### src/hdl/mp2s_pkg.sv
// Shared types, constants and helpers for the stride-2 max pooling block.
// No dependencies; imported by every module under hdl/.
package mp2s_pkg;

  localparam int SAMPLE_BITS    = 16;
  localparam int MAX_GRID_WIDTH = 1024;
  localparam int STORE_DEPTH    = MAX_GRID_WIDTH / 2;
  localparam int ADDR_W         = $clog2(STORE_DEPTH);
  localparam int POS_W          = 11;
  localparam int CFG_DATA_W     = 10;
  localparam int CFG_INDEX_W    = 3;
  // power of two, pointers wrap on their own
  localparam int FIFO_DEPTH     = 4;
  localparam int FIFO_PTR_W     = $clog2(FIFO_DEPTH);
  localparam int FIFO_CNT_W     = $clog2(FIFO_DEPTH + 1);

  typedef logic signed [SAMPLE_BITS-1:0] sample_t;

  localparam sample_t MIN_VALUE = {1'b1, {(SAMPLE_BITS-1){1'b0}}};

  // register indexes on the configuration port
  localparam logic [CFG_INDEX_W-1:0] CFG_KERNEL_THREE = 3'd0;
  localparam logic [CFG_INDEX_W-1:0] CFG_IMAGE_WIDTH  = 3'd1;
  localparam logic [CFG_INDEX_W-1:0] CFG_IMAGE_HEIGHT = 3'd2;
  localparam logic [CFG_INDEX_W-1:0] CFG_PAD_LEFT     = 3'd3;
  localparam logic [CFG_INDEX_W-1:0] CFG_PAD_RIGHT    = 3'd4;
  localparam logic [CFG_INDEX_W-1:0] CFG_PAD_TOP      = 3'd5;
  localparam logic [CFG_INDEX_W-1:0] CFG_PAD_BOTTOM   = 3'd6;
  localparam logic [CFG_INDEX_W-1:0] CFG_TAIL_MODE    = 3'd7;

  // line store operations
  typedef logic [1:0] op_t;
  localparam op_t OP_WR_ROW    = 2'd0; // write row partial max
  localparam op_t OP_WR_SHARED = 2'd1; // write shared row max (3x3)
  localparam op_t OP_EMIT2     = 2'd2; // read row store, emit 2x2 result
  localparam op_t OP_EMIT3     = 2'd3; // read both stores, emit 3x3, write shared

  typedef struct packed {
    op_t               op;
    logic [ADDR_W-1:0] addr;
    sample_t           hmax;
    logic              row_end;
    logic              plane_end;
  } cmd_t;

  function automatic sample_t smax(input sample_t a, input sample_t b);
    return (a > b) ? a : b;
  endfunction

endpackage

### src/hdl/mp2s_front.sv
// Front end: configuration registers, grid position tracking, border handling
// and horizontal window max. Issues line store commands. Uses mp2s_pkg.
module mp2s_front import mp2s_pkg::*; (
  input  logic                   clk,
  input  logic                   rst,
  input  logic                   cfg_we,
  input  logic [CFG_INDEX_W-1:0] cfg_index,
  input  logic [CFG_DATA_W-1:0]  cfg_data,
  input  logic                   s_tvalid,
  output logic                   s_tready,
  input  sample_t                sample,
  output cmd_t                   cmd,
  output logic                   cmd_push,
  input  logic                   cmd_full
);

  logic                  kernel_three;
  logic [CFG_DATA_W-1:0] image_width;
  logic [CFG_DATA_W-1:0] image_height;
  logic [1:0]            pad_left;
  logic [1:0]            pad_right;
  logic [1:0]            pad_top;
  logic [1:0]            pad_bottom;
  logic                  tail_mode;

  logic [POS_W-1:0] col;
  logic [POS_W-1:0] row;
  sample_t          win0;
  sample_t          win1;

  logic [POS_W-1:0]  base_w, base_h, grid_w, grid_h;
  logic [POS_W-1:0]  x_end, y_end;
  logic [POS_W-1:0]  col_inc, row_inc;
  logic              acc, border, col_last, row_last;
  sample_t           v;
  logic [ADDR_W-1:0] half;

  assign s_tready = !cmd_full;
  assign acc      = s_tvalid && s_tready;

  // padded grid size; tail pad makes (grid - window) even
  always_comb begin
    base_w = POS_W'(pad_left) + POS_W'(image_width) + POS_W'(pad_right);
    base_h = POS_W'(pad_top) + POS_W'(image_height) + POS_W'(pad_bottom);
    grid_w = base_w + POS_W'(!tail_mode && (base_w[0] ^ kernel_three));
    grid_h = base_h + POS_W'(!tail_mode && (base_h[0] ^ kernel_three));
    x_end  = POS_W'(pad_left) + POS_W'(image_width);
    y_end  = POS_W'(pad_top) + POS_W'(image_height);
  end

  assign col_inc  = col + POS_W'(1);
  assign row_inc  = row + POS_W'(1);
  assign col_last = col_inc >= grid_w;
  assign row_last = row_inc >= grid_h;

  assign border = (col < POS_W'(pad_left)) || (col >= x_end) ||
                  (row < POS_W'(pad_top))  || (row >= y_end);
  assign v      = border ? MIN_VALUE : sample;
  assign half   = col[ADDR_W:1];

  always_comb begin
    cmd           = '0;
    cmd_push      = 1'b0;
    // last window of a row/plane when the next one would not fit
    cmd.row_end   = (col + POS_W'(2)) >= grid_w;
    cmd.plane_end = cmd.row_end && ((row + POS_W'(2)) >= grid_h);
    if (!kernel_three) begin
      if (col[0]) begin
        cmd.hmax = smax(win0, v);
        cmd.addr = half;
        cmd.op   = row[0] ? OP_EMIT2 : OP_WR_ROW;
        cmd_push = acc;
      end
    end else begin
      if ((|col[POS_W-1:1]) && !col[0]) begin
        cmd.hmax = smax(smax(win1, win0), v);
        cmd.addr = half - ADDR_W'(1);
        priority if (row[0]) begin
          cmd.op = OP_WR_ROW;
        end else if (|row[POS_W-1:1]) begin
          cmd.op = OP_EMIT3;
        end else begin
          cmd.op = OP_WR_SHARED;
        end
        cmd_push = acc;
      end
    end
  end

  always_ff @(posedge clk) begin
    if (rst) begin
      kernel_three <= 1'b0;
      image_width  <= CFG_DATA_W'(1);
      image_height <= CFG_DATA_W'(1);
      pad_left     <= '0;
      pad_right    <= '0;
      pad_top      <= '0;
      pad_bottom   <= '0;
      tail_mode    <= 1'b0;
      col          <= '0;
      row          <= '0;
      win0         <= '0;
      win1         <= '0;
    end else if (cfg_we) begin
      unique case (cfg_index)
        CFG_KERNEL_THREE: kernel_three <= cfg_data[0];
        CFG_IMAGE_WIDTH:  image_width  <= cfg_data;
        CFG_IMAGE_HEIGHT: image_height <= cfg_data;
        CFG_PAD_LEFT:     pad_left     <= cfg_data[1:0];
        CFG_PAD_RIGHT:    pad_right    <= cfg_data[1:0];
        CFG_PAD_TOP:      pad_top      <= cfg_data[1:0];
        CFG_PAD_BOTTOM:   pad_bottom   <= cfg_data[1:0];
        CFG_TAIL_MODE:    tail_mode    <= cfg_data[0];
      endcase
      // any write restarts the plane
      col <= '0;
      row <= '0;
    end else if (acc) begin
      win1 <= win0;
      win0 <= v;
      if (col_last) begin
        col <= '0;
        row <= row_last ? '0 : row_inc;
      end else begin
        col <= col_inc;
      end
    end
  end

`ifndef SYNTHESIS
  a_col_wrap: assert property (@(posedge clk) disable iff (rst)
    (acc && col_last && !cfg_we) |=> (col == '0))
    else $error("column did not wrap at end of grid row");
`endif

endmodule

### config.mk
export PLATFORM = sky130hd
export DESIGN_NAME = mp2s_front
export DESIGN_NICKNAME = d
export VERILOG_FILES = /design/src/hdl/mp2s_pkg.sv /design/src/hdl/mp2s_front.sv
export SDC_FILE = /design/constraint.sdc
export NUM_CORES = 1
export LEC_CHECK = 0
export BUFFER_PORTS_ARGS = -buffer_cell sky130_fd_sc_hd__buf_2
export CAP_MARGIN = 20
export CORE_MARGIN = 2
export CORE_UTILIZATION = 40
export CTS_CLUSTER_DIAMETER = 40
export DETAILED_ROUTE_END_ITERATION = 10
export GPL_ROUTABILITY_DRIVEN = 0
export PLACE_DENSITY = 0.59
export SKIP_CTS_REPAIR_TIMING = 1
export SLEW_MARGIN = 40
export SYNTH_ARGS = -nofsm -noshare
export SYNTH_HDL_FRONTEND = slang
export SYNTH_SLANG_ARGS = --single-unit
### constraint.sdc
create_clock -name clk -period 5.9 [get_ports clk]
set_input_delay 0 -clock clk [delete_from_list [all_inputs] [get_ports clk]]
set_output_delay 0 -clock clk [all_outputs]
set_load 0.01 [all_outputs]
==> metrics.md <==
| Metric | Value |
|---|---|
| Status | `complete, no violations` |
| Setup crit start kind | `flip-flop` |
| Max cap viols | `0` |
| Worst Path Arrival | `5.70 ns` |
| Largest family of logic cells by synthesized area | `simple AND/OR/NAND/NOR gates` |
| Adder-cell share of the synthesized area | `20.6%` |
| Core Region | `20,400 um2` |
| Vias in the first global route | `7,283` |
| Yosys cell types | `78` |
| Tot GR Track Use | `21.6%` |
| CP required | `5.90 ns` |
| Diode count | `0` |
| Top-area cell type share of the netlist area | `20.1%` |
| Initial Utilization | `41.0%` |
| Finished Core Util | `48.4%` |
| Wire per inst | `16.5 um` |
| Vias post-DR | `7,893` |
| Synth Area in XOR/XNOR | `8.40%` |
| H-tree levels | `3` |
| Worst-Margin Slew | `0.829 ns` |
| Crit share post-route | `96.7%` |
| Switching pwr | `0.527 mW` |
| Routed WL | `23,700 um` |
| Port bufs | `64` |
| Number of synthesized flops with an enable pin | `0` |
| Via/cell ratio | `5.49` |
| Slew HR | `44.3%` |
| Die X-Extent | `149 um` |
| Min cycle time layout | `5.70 ns` |
| Layout Nets | `1,332` |
| Router iterations before antenna repair | `5` |
| Initial antenna violation count | `0` |
| Post-synthesis cell area | `8390 um2` |
| Half-perimeter wire length after placement | `18,400 um` |
| Fin Setup TNS | `0 ns` |
| Mapped Avg Cell Area | `7.79 um2` |
| Final Hold Fails | `0` |
| Die ar. | `22,100 um2` |
| Ys flop type | `dfxtp_1` |
| Area of the multi-input gates | `6480 um2` |
| Flop pwr share | `36.1%` |
| Clock group share of total power | `35.4%` |
| DR iter-0 viols | `555` |
| Pwr/cell area | `167 nW/um2` |
| CTS sink cnt | `84` |
| Layout cell share with drive strength beyond 1 | `16.3%` |
| Hold Crit Class | `primary input to flip-flop` |
| Mux cell area share after synthesis | `3.58%` |
| First-pass GRT wire length | `38,200 um` |
| Slew Viols, Final | `0` |
| Ys Warns | `0` |
| Yosys top cell by area | `dfxtp_1` |
| Setup Skew | `0.00959 ns` |
| Largest net degree at the start of global routing | `52` |
| CP Capture Type | `output pin` |
| Pleak | `4.22 nW` |
| Site row count | `52` |
| Most frequent cell after synthesis | `nand2_1` |
| Synth top area cells | `dfxtp_1 20%, ha_1 19%, nand2_1 7.7%, a21oi_1 4.7%, xnor2_1 4.7%` |
| Clock Pin Slew Worst Setup and Hold Paths | `0.07 ns` |
| Sw frac | `32.0%` |
| Register Area | `1690 um2` |
| Gr ovfl total | `0` |
| Cells after synthesis | `1,076` |
| Final setup fails | `0` |
| Fillers | `2,071` |
| I/O pin count | `65` |
| Crit path setup slack, layout | `0.196 ns` |
| Hold WS | `0.0861 ns` |
| Synth Area in Simple Gates | `23.3%` |
| CTS Buf Count | `9` |
| Drt drc | `0` |
| Syn nets | `1,244` |
| Area grow syn2layout | `17.9%` |
| Gate power share | `28.5%` |
| Final ANT Viol Nets | `0` |
| Peak Freq | `0.175 GHz` |
| Synth Register Bits | `84` |
| Crit Path Max Fanout | `11` |
| CTS Root Cell | `clkbuf_16` |
| Pre-CTS setup slack | `0.271 ns` |
| CTS max path bufs | `2` |
| DIE HEIGHT | `149 um` |
| Synth Area in Compound Gates | `19.1%` |
| Seq/Total Area, Yosys | `20.1%` |
| Peak supply drop | `0.000126 V` |
| Worst-Skew Late Latency | `0.35 ns` |
| Pint | `1.12 mW` |
| Most frequent cells after synthesis | `171 x nand2_1, 130 x ha_1, 84 x dfxtp_1` |
| WS Path Type | `flip-flop to output pin` |
| Post-synth ARST share | `0%` |
| CTS tree | `yes` |
| Total power | `1.65 mW` |
==> final timing paths <==
check                                     start        end  slack, ns  depth (start not counted)
worst max register to register  image_height[0]     row[6]       0.53                         18
worst max-delay path            image_height[0]     cmd[2]       0.20                         25
worst min-delay path               cfg_index[1]  tail_mode       0.09                          4
worst min register to register         win1[11]   win1[11]       0.47                          2
==> layout make-up <==
cell class                 count  area share (%)
clock buffer                   9            2.28
clock inverter                 7           0.759
inverter                      61            2.32
multi-input combinational    886            65.6
sequential                    84            17.1
tap                          270            3.42
timing repair buffer         122            8.57
==> logic make-up after synthesis <==
logic type / Yosys count
AO/OA/AOI/OAI: 244
multiplexers: 28
buffers and inverters: 106
adder cells (fa/ha/maj): 136
XOR/XNOR: 77
AND/OR/NAND/NOR: 401
flip-flops: 84
==> metal layers <==
metal  global-route usage (%)  routed length [um]
met3                     3.12                1070
met4                     5.52                 276
met1                     32.0               12100
met2                     32.9               10200
met5                        0                   0
==> metrics by stage <==
stage,instance area [um2],instances
after global placement,9060,1392
after global routing,9890,1439
after detailed placement,9070,1392
final,9890,1439
after CTS,9370,1408
after floorplan,8390,1076
==> placed cells by master, fill, tap and decap left out, types with 8 or more instances in the layout <==
master         netlist  routed
a21o_1              11      11
a21oi_1             79      78
a221o_1             11      11
and3_1              11      11
buf_2                3      64
buf_4                4      30
clkbuf_16            0       9
dfxtp_1             84      80
dlygate4sd3_1        0      25
ha_1               130     122
inv_1               61      61
mux2_2              16      16
mux2i_1             12      12
nand2_1            171     167
nand3_1             27      27
nand4_1             19      19
nor2_1              69      67
nor2b_1             25      25
nor3_1              15      14
o211ai_1             9       9
o21a_1               9       9
o21ai_0             41      39
o21ai_1             11      13
o31ai_1              8       8
or3_1                9       9
xnor2_1             45      44
xor2_1              29      27
==> registers in the layout (all words and copies together) (netlist names) <==
register	cells
image_width	10
pad_top	2
pad_left	2
image_height	10
col	11
pad_right	2
win1	16
pad_bottom	2
row	11
win0	16
tail_mode	1
kernel_three	1
==> critical path, stage by stage (launching register included) <==
cell and delay (ns):
dfxtp_2 0.36, ha_4 0.14, inv_1 0.05, fa_2 0.43, and3b_2 0.31, xnor2_4 0.14
ha_4 0.24, o21a_1 0.10, o211ai_1 0.18, a31oi_1 0.06, o211ai_1 0.26, o2111ai_4 0.21
nor2_4 0.29, nand2_2 0.09, ha_1 0.29, and4_1 0.19, or3_1 0.30, o21ba_2 0.20
o41ai_1 0.06, mux2_2 0.42, a2bb2oi_2 0.19, nor3_4 0.07, buf_12 0.13, buf_12 0.13
a221o_2 0.37, buf_2 0.14
==> power by group through the flow <==
stage / clock (mW) / combinational [mW] / sequential (mW)
after floorplan: 0 / 0.294 / 0.599
after global placement: 0 / 0.419 / 0.605
after detailed placement: 0 / 0.421 / 0.606
after CTS: 0.595 / 0.424 / 0.593
after global routing: 0.615 / 0.523 / 0.595
final: 0.583 / 0.469 / 0.594
No activity file was read; power rests on OpenSTA's default activity.
