<file path="src/hdl/mp2s_pkg.sv">
// Shared types, constants and helpers for the stride-2 max pooling block.
// No dependencies; imported by every module under hdl/.
package mp2s_pkg;

  localparam int SAMPLE_BITS    = 16;
  localparam int MAX_GRID_WIDTH = 1024;
  localparam int STORE_DEPTH    = MAX_GRID_WIDTH / 2;
  localparam int ADDR_W         = $clog2(STORE_DEPTH);
  localparam int POS_W          = 11;
  localparam int CFG_DATA_W     = 10;
  localparam int CFG_INDEX_W    = 3;
  // power of two, pointers wrap on their own
  localparam int FIFO_DEPTH     = 4;
  localparam int FIFO_PTR_W     = $clog2(FIFO_DEPTH);
  localparam int FIFO_CNT_W     = $clog2(FIFO_DEPTH + 1);

  typedef logic signed [SAMPLE_BITS-1:0] sample_t;

  localparam sample_t MIN_VALUE = {1'b1, {(SAMPLE_BITS-1){1'b0}}};

  // register indexes on the configuration port
  localparam logic [CFG_INDEX_W-1:0] CFG_KERNEL_THREE = 3'd0;
  localparam logic [CFG_INDEX_W-1:0] CFG_IMAGE_WIDTH  = 3'd1;
  localparam logic [CFG_INDEX_W-1:0] CFG_IMAGE_HEIGHT = 3'd2;
  localparam logic [CFG_INDEX_W-1:0] CFG_PAD_LEFT     = 3'd3;
  localparam logic [CFG_INDEX_W-1:0] CFG_PAD_RIGHT    = 3'd4;
  localparam logic [CFG_INDEX_W-1:0] CFG_PAD_TOP      = 3'd5;
  localparam logic [CFG_INDEX_W-1:0] CFG_PAD_BOTTOM   = 3'd6;
  localparam logic [CFG_INDEX_W-1:0] CFG_TAIL_MODE    = 3'd7;

  // line store operations
  typedef logic [1:0] op_t;
  localparam op_t OP_WR_ROW    = 2'd0; // write row partial max
  localparam op_t OP_WR_SHARED = 2'd1; // write shared row max (3x3)
  localparam op_t OP_EMIT2     = 2'd2; // read row store, emit 2x2 result
  localparam op_t OP_EMIT3     = 2'd3; // read both stores, emit 3x3, write shared

  typedef struct packed {
    op_t               op;
    logic [ADDR_W-1:0] addr;
    sample_t           hmax;
    logic              row_end;
    logic              plane_end;
  } cmd_t;

  function automatic sample_t smax(input sample_t a, input sample_t b);
    return (a > b) ? a : b;
  endfunction

endpackage

</file>
<file path="src/hdl/mp2s_fifo.sv">
// Short command queue between front and back end.
// Register-based, FIFO_DEPTH entries of cmd_t. Uses mp2s_pkg.
module mp2s_fifo import mp2s_pkg::*; (
  input  logic clk,
  input  logic rst,
  input  logic push,
  input  cmd_t push_cmd,
  output logic full,
  input  logic pop,
  output cmd_t head,
  output logic not_empty
);

  cmd_t                  mem [FIFO_DEPTH];
  logic [FIFO_PTR_W-1:0] wr_ptr;
  logic [FIFO_PTR_W-1:0] rd_ptr;
  logic [FIFO_CNT_W-1:0] count;

  assign full      = (count == FIFO_CNT_W'(FIFO_DEPTH));
  assign not_empty = (count != '0);
  assign head      = mem[rd_ptr];

  always_ff @(posedge clk) begin
    if (push) begin
      mem[wr_ptr] <= push_cmd;
    end
  end

  always_ff @(posedge clk) begin
    if (rst) begin
      wr_ptr <= '0;
      rd_ptr <= '0;
      count  <= '0;
    end else begin
      if (push) begin
        wr_ptr <= wr_ptr + FIFO_PTR_W'(1);
      end
      if (pop) begin
        rd_ptr <= rd_ptr + FIFO_PTR_W'(1);
      end
      unique case ({push, pop})
        2'b10:   count <= count + FIFO_CNT_W'(1);
        2'b01:   count <= count - FIFO_CNT_W'(1);
        default: count <= count;
      endcase
    end
  end

`ifndef SYNTHESIS
  a_no_pop_empty: assert property (@(posedge clk) disable iff (rst)
    pop |-> not_empty)
    else $error("pop from empty command queue");
  a_no_push_full: assert property (@(posedge clk) disable iff (rst)
    push |-> !full)
    else $error("push into full command queue");
  a_count_range: assert property (@(posedge clk) disable iff (rst)
    count <= FIFO_CNT_W'(FIFO_DEPTH))
    else $error("command queue count out of range");
`endif

endmodule

</file>
<file path="config.mk">
export PLATFORM = sky130hd
export DESIGN_NAME = mp2s_fifo
export DESIGN_NICKNAME = d
export VERILOG_FILES = /design/src/hdl/mp2s_pkg.sv /design/src/hdl/mp2s_fifo.sv
export SDC_FILE = /design/constraint.sdc
export NUM_CORES = 1
export LEC_CHECK = 0
export ABC_AREA = 1
export BUFFER_PORTS_ARGS = -buffer_cell sky130_fd_sc_hd__buf_2
export CAP_MARGIN = 0
export CELL_PAD_IN_SITES_DETAIL_PLACEMENT = 1
export CELL_PAD_IN_SITES_GLOBAL_PLACEMENT = 1
export CORE_MARGIN = 3
export CORE_UTILIZATION = 43
export DETAILED_ROUTE_END_ITERATION = 8
export GPL_TIMING_DRIVEN = 0
export PLACE_DENSITY_LB_ADDON = 0.1
export SLEW_MARGIN = 10
export SYNTH_ARGS = -nofsm -noshare
export SYNTH_HDL_FRONTEND = slang
export SYNTH_SLANG_ARGS = --single-unit
</file>
<file path="constraint.sdc">
create_clock -name clk -period 1.5 [get_ports clk]
set_input_delay 0.075 -clock clk [delete_from_list [all_inputs] [get_ports clk]]
set_output_delay 0.075 -clock clk [all_outputs]
set_load 0.02 [all_outputs]
</file>
==> flow_summary_export.csv, run 1 <==
group,metric,value,unit
synth,synth-simple-area-share,0.0943,
floorplanning,start_util,0.453,
sta,fmax,0.610,GHz
setup_path,crit_type,"reg2out",
sta,tightest_slew,470,ps
sta,fin_crit_sh,1.09,
cts,root_buffer,"clkbuf_16",
run_status,violations,"setup timing",
synth,synth_area_leaders,"edfxtp_1 (69%), o21ai_0 (5.6%), o22ai_2 (4.9%), nor2_4 (4.5%), dfxtp_1 (3.6%)",
synth,synth_top_family_by_area,"compound AO/OA/AOI/OAI gates",
flow_run,max-cap-violations,0,
routing,ant_nets,0,
worst_hold_path,hold_start,"push",
routing,vias_per_cell,5.11,
grt,grt_pass1_wl,18600,um
floorplanning,dieArea,13100,sq um
floorplanning,ioPinCount,64,
floorplanning,die_h,114,um
sta,fin_crit,1640,ps
setup_path,r2r_end,"mem[1][22]",
grt,grt_pass1_vias,3445,
synth,synth_nets,379,
synth,ys_ff_latch,125,
layout,finalCoreUtilization,0.627,
pwr,switching_share,0.236,
synth,synth_compound_area_frac,0.126,
worst_hold_path,holdPathStages,4,
setup_path,cp_max_fo,6,
pwr,p_seq_frac,0.432,
synth,synth.yosys.seq_area_share,0.724,
routing,drc,0,
routing,wl,12000,um
setup_path,cp_num_buf_inv,4,
setup_path,r2r_start,"wr_ptr[1]",
layout,nets,512,
synth,yosysTopAreaCellShare,0.689,
run_status,status,"complete, but fails checks",
routing,post_drt_wl_per_cell,19.2,um
worst_hold_path,hold_class,"in2reg",
routing,dr.pass1.iters,4,
layout,final_common_cell,"edfxtp_1",
floorplanning,row_count,38,
sta,fin_ws,-140,ps
worst_hold_path,min_to,"wr_ptr[1]",
cts,clock_sinks,125,
placement,gp_congestion,0.705,
grt,grt.total_usage,0.196,
setup_path,path_cells,"inv_6 > buf_12 > buf_12 > nor2_4 > o22ai_2 > buf_6",
sta,final_max_slew_viol_count,0,
synth,yosysTopAreaCell,"edfxtp_1",
synth,yosys-mux-area-fraction,0,
grt,grt_max_degree,30,
sta,max_slew_margin,0.687,
layout,layout_common_cells,"edfxtp_1 (116), nor2_1 (37), buf_2 (35)",
cts,cts_buffers,17,
sta,whs,103,ps
synth,synthDistinctLibCells,23,
cts,cts_max_level,4,
sta,rsz0062_at_grt,"true",
setup_path,r2r_cells,5,
cts,cts_tree,"built",
layout,diodes,0,
setup_path,slowest_stage,"dfxtp_4",
setup_path,start_kind,"register",
cts,clockBufferDepth,2,
pwr,ir_drop,1.04,mV
pwr,p_leak,2.53,nW
placement,dpl.hpwl,6290,um
layout,drive_above_1_share,0.418,
setup_path,cp_top_family,"buffers and inverters",
synth,synth_xor_area_frac,0.00173,
pwr,pwr-share-clk,0.428,
pwr,pwr-share-comb,0.140,
sta,setup_violations,29,
placement,portBuffers,63,
routing,num_vias,3200,
synth,yosys_warnings,0,
pwr,p_switching,2.21,mW
sta,hold_viol,0,
setup_path,cp-end-kind,"output pin",
pwr,p_int,7.14,mW
placement,post-place-ws,-467,ps
setup_path,crit_required,1420,ps
synth,avgSynthCellArea,14.9,sq um
setup_path,rrSetupSlack,120,ps
synth,synthCells,340,
floorplanning,fp.dieW,114,um
synth,synth_adder_area_share,0.0163,
grt,antenna_found_initial,0,
floorplanning,core_area,11200,sq um
pwr,power.density,1340,nW/um^2
sta,finClkSkew,6.83,ps
setup_path,arrival,1570,ps
setup_path,worst_path_most_repeated_cell,"buf_12",
synth,syn_area,5060,sq um
layout,syn2layout_area_growth,38.4,%
routing,drtIter0Drc,104,
grt,grt-ovfl-total,0,
cts,clk_latency,410,ps
setup_path,slowest_delay,370,ps
cts,clk_pin_slew,50,ps
worst register-to-register path: stages, from the launching register on:
cell and delay (ps):
dfxtp_1 350, inv_1 80, ha_1 180, nand2_1 190, clkinvlp_4 160, buf_12 180
sequential cells by signal, indices dropped and copies added (netlist names), named ones only:
| signal | count |
|---|---|
| wr_ptr | 2 |
| count | 3 |
| rd_ptr | 2 |
| mem | 116 |
cells by family (layout without fill, tap and decap cells):
group,after synthesis,count (layout)
AO/OA/AOI/OAI,95,95
XOR/XNOR,1,1
adder cells (fa/ha/maj),6,6
buffers and inverters,33,179
flip-flops,125,125
AND/OR/NAND/NOR,80,80
power groups by stage:
stage / combinational (mW) / clock [mW] / sequential, mW
4_1_cts: 1.25 / 4.06 / 4.04
2_1_floorplan: 0.612 / 0 / 4.09
3_3_place_gp: 0.930 / 0 / 4.10
5_1_grt: 1.42 / 4.23 / 4.05
6_report: 1.31 / 4.00 / 4.04
3_5_place_dp: 0.951 / 0 / 4.11
worst max path at each step:
stage	from	to	slack (ps)	cells past startpoint
after floorplan	wr_ptr[0]	mem[3][0]	20	3
after global placement	wr_ptr[0]	mem[3][9]	-530	3
after detailed placement	wr_ptr[0]	mem[0][10]	-470	4
after CTS	register	head[14]	-150	5
after global routing	register	head[13]	-190	6
final	register	head[13]	-140	6
cell usage after synthesis:
cell type  number
edfxtp_1      116
xor2_1          1
clkbuf_1        2
buf_6           2
buf_4           1
a21oi_1         3
nor2_4         20
nor2_1         39
o21ai_0        57
buf_12          2
o22ai_2        20
ha_1            5
nor2_2          9
o22ai_1         9
inv_1          10
nand4_1         1
fa_1            1
dfxtp_1         9
nand2_1        10
inv_2           5
nor3_1          1
buf_2          11
o21ai_1         6
area by class of cell:
cell class                 count  area (sq um)
inverter                      15          75.1
multi-input combinational    182          1270
sequential                   125          3670
clock buffer                  18           429
tap                          140           175
timing repair buffer         111           993
clock inverter                14           151
timing repair inverter         3          22.5
buffer                        18           211
fill                        1045          4170
layer usage:
layer	up-vias	global-route usage	routed length, um
li1	1523	-	-
met1	1596	0.225	4900
met2	70	0.343	6500
met3	11	0.0608	477
met4	0	0.0689	142
met5	-	0	0
stage by stage:
| stage | total power, mW | TNS, ps | std cells | instance area (sq um) |
|---|---|---|---|---|
| after floorplan | 4.70 | 0 | 340 | 5070 |
| after global placement | 5.03 | -48240 | 543 | 5560 |
| after detailed placement | 5.06 | -36690 | 543 | 5560 |
| after CTS | 9.35 | -2790 | 623 | 6870 |
| after global routing | 9.70 | -4210 | 626 | 7000 |
| final | 9.35 | -1880 | 626 | 7000 |
timing repair:
item | 4_1_cts | 5_1_grt
setup endpoints to repair | 145 | 86
hold endpoints to repair | 125 | 0
buffers inserted | 12 | 2
hold buffers | 32 | 0
gates resized for setup | 93 | 41
pin swaps | 6 | 16
gates cloned | 4 | 1
No activity file was read; power rests on OpenSTA's default activity.
==> run 2, diff against run 1 <==
- CAP_MARGIN: 0 -> unset
- CORE_ASPECT_RATIO: unset -> 0.8
==> run 2 against run 1 <==
Compared with the run above:
- critical path type unchanged
- clock skew grew 2.7 ps
- die area about the same
- final cell count grew 2.9%
- the flow still finishes with violations (setup timing)
- via count grew 6.2%
- register-to-register slack worse by 40 ps
==> flow_summary_export.csv, run 2 (synthesized netlist as in run 1, its figures left out) <==
group,metric,value,unit
pwr,fin_total_pwr,9.49,mW
sta,fin_crit_sh,1.11,
layout,syn2layout_area_growth,47.3,%
cts,clock_sinks,125,
setup_path,crit_required,1420,ps
setup_path,start_kind,"register",
run_status,status,"complete, but fails checks",
sta,fin_crit,1660,ps
setup_path,slowest_stage,"dfxtp_4",
cts,clockBufferDepth,2,
placement,portBuffers,63,
setup_path,path_cells,"buf_6 > buf_12 > buf_6 > o21ai_2 > o22ai_1 > buf_4",
layout,final_common_cell,"edfxtp_1",
floorplanning,fp.dieW,127,um
placement,dp.cells,547,
floorplanning,start_util,0.452,
grt,grt_max_degree,30,
grt,grt_pass1_wl,22100,um
worst_hold_path,holdPathStages,4,
grt,grt.total_usage,0.237,
setup_path,crit_type,"reg2out",
sta,finClkSkew,9.51,ps
pwr,pwr-share-clk,0.408,
routing,drtIter0Drc,354,
cts,clk_pin_slew,50,ps
setup_path,cp-end-kind,"output pin",
routing,ant_nets,0,
setup_path,crit_cells,6,
sta,hold_viol,0,
sta,fmax,0.602,GHz
setup_path,slowest_delay,390,ps
pwr,p_leak,2.69,nW
sta,tightest_slew,467,ps
floorplanning,dieArea,13100,sq um
floorplanning,die_h,103,um
routing,drc,0,
worst_hold_path,hold_class,"in2reg",
routing,wl,14500,um
sta,max_slew_margin,0.688,
placement,gp_congestion,0.694,
setup_path,cp_top_family,"buffers and inverters",
setup_path,worst_path_most_repeated_cell,"buf_6",
layout,final_cell_area,7450,sq um
setup_path,cp_num_buf_inv,4,
pwr,p_seq_frac,0.428,
flow_run,max-cap-violations,0,
floorplanning,ioPinCount,64,
setup_path,rrSetupSlack,80,ps
cts,cts_max_level,4,
pwr,switching_share,0.248,
layout,largest_register_ffs,116,
routing,post_drt_wl_per_cell,22.5,um
sta,rsz0062_at_grt,"true",
floorplanning,row_count,34,
grt,grt_pass1_vias,3736,
layout,drive_above_1_share,0.492,
routing,dr.pass1.iters,4,
layout,layout_common_cells,"edfxtp_1 (116), o21ai_1 (38), nor2_4 (37)",
worst_hold_path,hold_start,"push",
cts,root_buffer,"clkbuf_16",
routing,num_vias,3398,
setup_path,r2r_start,"wr_ptr[1]",
layout,top_register,"mem",
layout,nets,526,
setup_path,r2r_cells,5,
cts,cts_buffers,17,
layout,diodes,0,
grt,antenna_found_initial,0,
placement,dpl.hpwl,6650,um
pwr,p_switching,2.36,mW
run_status,violations,"setup timing",
setup_path,arrival,1590,ps
worst_hold_path,min_to,"wr_ptr[0]",
pwr,power.density,1270,nW/um^2
pwr,ir_drop,1.05,mV
routing,vias_per_cell,5.28,
cts,cts_tree,"built",
cts,clk_latency,420,ps
floorplanning,core_area,11200,sq um
setup_path,cp_max_fo,7,
pwr,p_int,7.14,mW
setup_path,r2r_end,"mem[1][27]",
grt,grt-ovfl-total,0,
sta,setup_violations,29,
placement,post_dp_cell_area,5560,sq um
sta,fin_ws,-161,ps
sta,final_max_slew_viol_count,0,
layout,reg_top3,"mem (116), count (3)",
layout,final_cell_count_no_fill,644,
pwr,pwr-share-comb,0.164,
[run 2: cell types whose count changed in the layout (fill, tap and decap cells not counted), sizes merged]
cell         delta
dlygate4sd3     +1
clkbuf          +6
clkinvlp        -2
bufinv          -2
clkinv          -2
buf            +13
[run 2: worst max-delay path by stage]
| stage | to | slack (ps) | startpoint |
|---|---|---|---|
| floorplan | mem[3][0] | 20 | wr_ptr[0] |
| global placement | mem[3][9] | -520 | wr_ptr[0] |
| detailed placement | mem[0][9] | -470 | wr_ptr[0] |
| CTS | head[18] | -180 | register |
| global route | head[5] | -200 | register |
| finish | head[23] | -160 | register |
[run 2: routing by layer]
layer / vias to the layer above / part of all wire / global-route usage / wire (um)
met3: 17 / 0.048 / 0.0559 / 699
li1: 1557 / - / - / -
met4: 0 / 0.021 / 0.0923 / 308
met1: 1716 / 0.42 / 0.290 / 6070
met2: 108 / 0.51 / 0.414 / 7420
met5: - / 0 / 0 / 0
[run 2: stage by stage]
| step | setup WS, ps | TNS (ps) | util | hold slack, ps |
|---|---|---|---|---|
| 2_1_floorplan | 21.4 | 0 | - | 147 |
| 3_3_place_gp | -518 | -48730 | 0.497 | 260 |
| 3_5_place_dp | -466 | -38080 | 0.497 | 274 |
| 4_1_cts | -180 | -3440 | 0.658 | 70.1 |
| 5_1_grt | -201 | -4720 | 0.666 | 176 |
| 6_report | -161 | -3360 | 0.666 | 122 |
[run 2: worst min-delay path: stages]
cell and delay [ps]:
buf_2 150, inv_2 80, o21ai_1 140, a21oi_1 50
[run 2: timing repair]
action                     4_1_cts  5_1_grt
pin swaps                       33       18
cloned                           9        1
setup buffers                   23        0
setup endpoints to repair      145       88
resized for setup              191       36
hold endpoints to repair       124        0
hold buffers                    33        0
[run 2: power groups by stage]
stage | logic (mW) | clock network (mW) | registers, mW
2_1_floorplan | 0.612 | 0 | 4.09
3_3_place_gp | 0.935 | 0 | 4.10
3_5_place_dp | 0.962 | 0 | 4.11
4_1_cts | 1.49 | 3.91 | 4.06
5_1_grt | 1.66 | 4.08 | 4.08
6_report | 1.55 | 3.87 | 4.07
[run 2: layout make-up]
type / instances / area [sq um]
buffer: 18 / 270
clock buffer: 24 / 492
clock inverter: 8 / 67.6
fill: 1016 / 3740
inverter: 15 / 75.1
multi-input combinational: 182 / 1460
sequential: 125 / 3670
tap: 144 / 180
timing repair buffer: 125 / 1220
timing repair inverter: 3 / 22.5
